### config.mk
export PLATFORM = sky130hd
export DESIGN_NAME = tam_cross
export DESIGN_NICKNAME = d
export VERILOG_FILES = /design/src/rtl/core/tam_pkg.sv /design/src/rtl/core/tam_cross.sv
export SDC_FILE = /design/constraint.sdc
export NUM_CORES = 2
export LEC_CHECK = 0
export BUFFER_PORTS_ARGS = -buffer_cell sky130_fd_sc_hd__buf_2
export CAP_MARGIN = 5
export CORE_AREA = 4 4 491 493
export CTS_CLUSTER_DIAMETER = 30
export DETAILED_ROUTE_END_ITERATION = 7
export DIE_AREA = 0 0 495 497
export GPL_TIMING_DRIVEN = 0
export PLACE_DENSITY = 0.49
export REMOVE_ABC_BUFFERS = 1
export SYNTH_ARGS = -nofsm -noshare
export SYNTH_HDL_FRONTEND = slang
export SYNTH_SLANG_ARGS = --single-unit
### constraint.sdc
create_clock -name clk -period 6.93 [get_ports clk]
set_input_delay 1.386 -clock clk [delete_from_list [all_inputs] [get_ports clk]]
set_output_delay 1.386 -clock clk [all_outputs]
set_load 0.03 [all_outputs]
### src/rtl/core/tam_pkg.sv
// Shared widths, latencies, types and the Q2.28 to Q1.14 rounding function
// for the attitude matrix pipeline. No dependencies.
package tam_pkg;

	localparam int IW       = 24;
	localparam int VW       = 31;
	localparam int MW       = 30;
	localparam int SW       = 62;
	localparam int KW       = 6;
	localparam int LW       = SW / 2;
	localparam int QW       = 16;
	localparam int PW       = 32;
	localparam int FRAC     = 14;
	localparam int QB       = FRAC + 1;
	localparam int NUM_W    = LW + QB;
	localparam int ONE_Q14  = 1 << FRAC;
	localparam int XW       = 15;
	localparam int NORM_N   = 6;
	localparam int SQ_N     = SW / 2;
	localparam int UNIT_LAT = 2 + NORM_N + SQ_N + 1 + QB + 1;
	localparam int CROSS_LAT = 2;
	localparam int MAT_LAT  = 3;
	localparam int L1       = CROSS_LAT + UNIT_LAT;
	localparam int LAT      = 1 + UNIT_LAT + L1 + CROSS_LAT + 1 + MAT_LAT;

	typedef logic signed [VW-1:0] vin_t;
	typedef logic signed [QW-1:0] q14_t;
	typedef logic signed [PW-1:0] q28_t;

	typedef enum logic [1:0] {
		REG_SUN_MIN = 2'd0,
		REG_FLD_MIN = 2'd1,
		REG_XMIN    = 2'd2
	} reg_idx_t;

	function automatic q14_t round_q28(input q28_t x);
		logic [PW-1:0] m;
		logic [PW-FRAC-1:0] r;
		logic [QW-1:0] c;
		m = x[PW-1] ? PW'(-x) : PW'(x);
		r = (PW-FRAC)'((m + PW'(1 << (FRAC - 1))) >> FRAC);
		c = (r > (PW-FRAC)'(ONE_Q14)) ? QW'(ONE_Q14) : QW'(r);
		return x[PW-1] ? -c : c;
	endfunction

endpackage

### src/rtl/core/tam_cross.sv
// Two-stage cross product of two Q1.14 vectors, exact Q2.28 result.
// Uses tam_pkg.
module tam_cross (
	input  logic          clk,
	input  logic          en,
	input  tam_pkg::q14_t a [3],
	input  tam_pkg::q14_t b [3],
	output tam_pkg::vin_t c [3]
);

	tam_pkg::q28_t prod_c [6];
	tam_pkg::q28_t p_s1 [6];
	tam_pkg::vin_t c_s2 [3];

	always_comb begin
		prod_c[0] = a[1] * b[2];
		prod_c[1] = a[2] * b[1];
		prod_c[2] = a[2] * b[0];
		prod_c[3] = a[0] * b[2];
		prod_c[4] = a[0] * b[1];
		prod_c[5] = a[1] * b[0];
	end

	always_ff @(posedge clk) begin
		if (en) begin
			p_s1    <= prod_c;
			c_s2[0] <= tam_pkg::VW'(p_s1[0] - p_s1[1]);
			c_s2[1] <= tam_pkg::VW'(p_s1[2] - p_s1[3]);
			c_s2[2] <= tam_pkg::VW'(p_s1[4] - p_s1[5]);
		end
	end

	assign c = c_s2;

endmodule

Word level (Yosys, flattened, before mapping)
Index checks and enable logic that the tools add are counted.

Output and inout bits: 93. Bits in registers: 279. Input bits: 98.

$mul: 6. Add/subtract/negate cells: 3.

Operators by type and width (number): multiplier 16 x 16 -> 31 bit (6); subtractor 31 bit (3).

Logic depth before layout (Yosys ltp)
Depth in word-level cells: 1. Gate-level depth with buffers: 24.

Worst setup path after synthesis
OpenSTA, ideal clock, no wires.

Path kind: input port to flip-flop. Start: in a[15] (netlist name). End: reg p_s1[157] (netlist name) (data pin). Arrival: 7.121 ns. Setup slack: -0.448 ns. Stages on the path: 21. Path buffers: 2. Cell sequence: clkbuf_1 clkbuf_1 nand2_1 fa_1 inv_1 fa_1 inv_1 fa_1 fa_1 inv_1 fa_1 fa_1 ha_1 a21o_1 a21oi_1 inv_1 or3_1 a311o_1 a31o_2 a21oi_1 xnor2_1.

RTL lines: start: declaration (RTL line tam_cross.sv:6) `input tam_pkg::q14_t a [3],`; end signal: assignment (RTL line tam_cross.sv:26) `p_s1 <= prod_c;`; end: declaration (RTL line tam_cross.sv:12) `tam_pkg::q28_t p_s1 [6];`.

==> metrics.md <==
| Metric | Value |
|---|---|
| Iteration-0 DRC count of the detailed router | 3,108 |
| GR Layer Usage met2 | about a quarter |
| R2R Setup Slk | 2.36 ns |
| Vias in the first global route | 53.30k |
| Core ar. | 237,000 um^2 |
| Final Cycle Share | 99.30% |
| Family with the most delay on the worst path | adder cells |
| Via count | 49.28k |
| Final setup viols | 0 |
| Final Cell Area | 80,120 um^2 |
| Maxcap violations | 1 |
| Unrepaired setup endpoints after global routing | yes |
| Failing checks | max-capacitance violations, max-slew violations |
| Worst-skew pair later-pin latency | 0.70 ns |
| Worst Path Arrival | 7.31 ns |
| Endpoint type of the worst setup path | flop |
| Max stage delay on crit path | 0.62 ns |
| Cell Rows | 179 |
| RePlAce Congestion | approximately 0.83 |
| Count leader, synth | inv_1 |
| # IOs | 191 |
| Synth warn | 0 |
| Vias per cell | 4.618 |
| Clock sink total | 279 |
| Largest net degree at the start of global routing | 104 |
| Share of cells above drive strength 1 | 7.207% |
| Final Skew | 0.06099 ns |
| Headroom to the max-slew limit | -1.212% |
| CP max-delay cell | fa_2 |
| First-pass DRT Iterations | 6 |
| Met1 GRT Util | 23.02% |
| Placed wire-length estimate | 147,500 um |
| Core Util, Final | about a third |
| Worst R2R End | c[27] |
| Status | finished, violations left |
| Synth cell types | 82 |
| CTS Buffer Depth | 3 |
| Post-route ant nets | 0 |
| Main synth FF type | edfxtp_1 |
| CP max FO | 32 |
| Setup Crit Path Kind | primary input to flop |
| Reg2reg path depth | 10 |
| DRC Markers | 0 |
| Endpoints failing hold | 0 |
| Final Slew Violations | 1 |
| H-tree depth | 3 |
| Area Growth Syn to Fin | 13.12% |
| Avg Cell Area, Syn | 9.591 um^2 |
| CTS Buf Count | 83 |
| Remaining global-route overflow | 0 |
| Met3 Use GR | 2.717% |
| Overall routed net length | 201,100 um |
| Global-route wire length before repair | 313,200 um |
| CP startpoint kind | primary input |
| Number of synthesized flops with an enable pin | 279 |
| Top cells by area, synth | fa_1 (43%), edfxtp_1 (12%), ha_1 (10%), inv_1 (9.6%), and2_1 (6.4%) |
| Die Area | about 250,000 um^2 |
| Initial antenna violation count | 8 |
| Clk slew on worst S/H paths | 0.04 ns |
| Crit path time final | about 6.9 ns |
| Syn Inst Count | 7,385 |
| Cells on Worst Hold Path | 2 |
| Hold endpoint | c[0] |
| Die height | approximately 500 um |
| CTS root buf | clkbuf_16 |
| Hold crit path type | flop to flop |
| Post-synth ARST share | 0% |
| CTS tree | built |
| Initial Util | between 20 and 30% |
| Net count, final | between 9k and 10k |
| Die W | approximately 500 um |
| GRT Util Overall | about 16% |
| Reg-to-Reg Start | p_s1[33] |
| Crit-path cells | buf_8, and2_1, fa_2, inv_1, fa_2, inv_2, fa_1, fa_1, fa_1, fa_1, ha_1, o21a_1, nor2_1, o21bai_1, a211oi_2, a21oi_2, a211o_1, a21oi_2, xnor2_2 |
| Most Used Layer, Global Route | met2 |
| Data required time of the critical path | 7.36 ns |
| Number of buffers added on ports | 190 |
| Synth area leader | fa_1 |
| Max Clock Freq | 145.3 MHz |
| Register bit total from synthesis | 279 |
| Top post-synthesis cells by count | inv_1 (1,811), fa_1 (1,539), nand2_1 (805) |
| Hold Crit Start | p_s1[0] |
| Placed cell areas | 74,710 um^2 |
| Cell Area, Synth | 70,830 um^2 |
| Post-synthesis sequential area ratio | approximately an eighth |
| Most used cell, CP | fa_1 |
| Routed len/inst | about 19 um |
| Top cell type's share of synthesized area | between 40 and 50% |
| Slew @ Worst Pin | ~1.5 ns |
| Worst Path Buf+Inv | 3 |
flip-flops by register name, summed over array words and instances (netlist names):
register and count:
p_s1 186, c 93
worst max-delay path by stage:
stage	from	end	slack [ns]	depth (start not counted)
2_1_floorplan	b[1]	p_s1[94]	-0.009	18
3_3_place_gp	b[31]	p_s1[158]	-2.58	21
3_5_place_dp	b[31]	p_s1[158]	-2.64	21
4_1_cts	a[5]	p_s1[152]	0.002	22
5_1_grt	b[19]	p_s1[61]	-0.06	21
6_report	b[3]	p_s1[94]	0.05	19
logic make-up (layout without fill, tap and decap cells):
| logic type | count (synthesis) | after routing | synth area share [%] |
|---|---|---|---|
| XOR/XNOR | 299 | 299 | 3.697 |
| buffers and inverters | 2104 | 2212 | 11.15 |
| flip-flops | 279 | 279 | 11.83 |
| other | 0 | 10 | 0 |
| adder cells (fa/ha/maj) | 2109 | 2109 | 53.57 |
| multiplexers | 2 | 2 | 0.02827 |
| AO/OA/AOI/OAI | 614 | 614 | 5.849 |
| AND/OR/NAND/NOR | 1978 | 1978 | 13.88 |
final cells by class:
cell class / instances / area, um^2
Sequential cell: 279 / 8378
Inverter: 1812 / 6840
Tap cell: 3167 / 3963
Clock inverter: 59 / 754.5
Antenna cell: 10 / 25.02
Clock buffer: 93 / 2136
Fill cell: 24472 / 156800
Timing Repair inverter: 2 / 15.01
Timing Repair Buffer: 246 / 2695
Multi-Input combinational cell: 5002 / 55310
metal layers:
metal / vias to the layer above / routed length (um) / part of all wire, %
met5: - / 0 / 0
met4: 0 / 9941 / 4.9
met3: 231 / 12010 / 6.0
met2: 1274 / 89430 / 44
met1: 25556 / 89700 / 45
li1: 22215 / - / -
through the flow:
step / worst slack, ns / TNS, ns / hold WS, ns / std cells
2_1_floorplan: -0.009208 / -0.009208 / 0.6197 / 7093
3_3_place_gp: -2.581 / -187.84 / 0.6369 / 10450
4_1_cts: 0.002049 / 0 / 0.6286 / 10626
3_5_place_dp: -2.644 / -121.17 / 0.6299 / 10452
6_report: 0.04831 / 0 / 0.6299 / 10670
5_1_grt: -0.06301 / -0.2801 / 0.6766 / 10661
what timing repair did:
| item | 4_1_cts | 5_1_grt |
|---|---|---|
| hold buffers | 0 | 0 |
| endpoints found under the setup margin | 78 | 52 |
| cloned | 6 | 7 |
| setup buffers | 16 | 28 |
| pin swaps | 21 | 40 |
| resized for setup | 293 | 154 |
placed cells by master (no fill, tap or decap), types with 43 or more instances in the layout:
master     netlist  final
inv_1         1811   1798
fa_1          1539   1524
nand2_1        805    801
and2_1         723    717
ha_1           570    561
edfxtp_1       279    279
xnor2_1        232    221
nor2_1         193    188
a21oi_1        185    172
buf_2            0     96
clkbuf_16        0     91
a21o_1          89     89
o21ai_0         92     82
xor2_1          67     66
nand2b_1        63     63
buf_4            0     48
o21a_1          43     43
tightest hold or removal path, cell delays in order (launching register included):
cell      delay (ns)
edfxtp_1        0.32
ha_1            0.13
inv_1           0.03
Power is not shown: default switching activity piles up to over one toggle a cycle in this logic, so the estimate is an artifact.
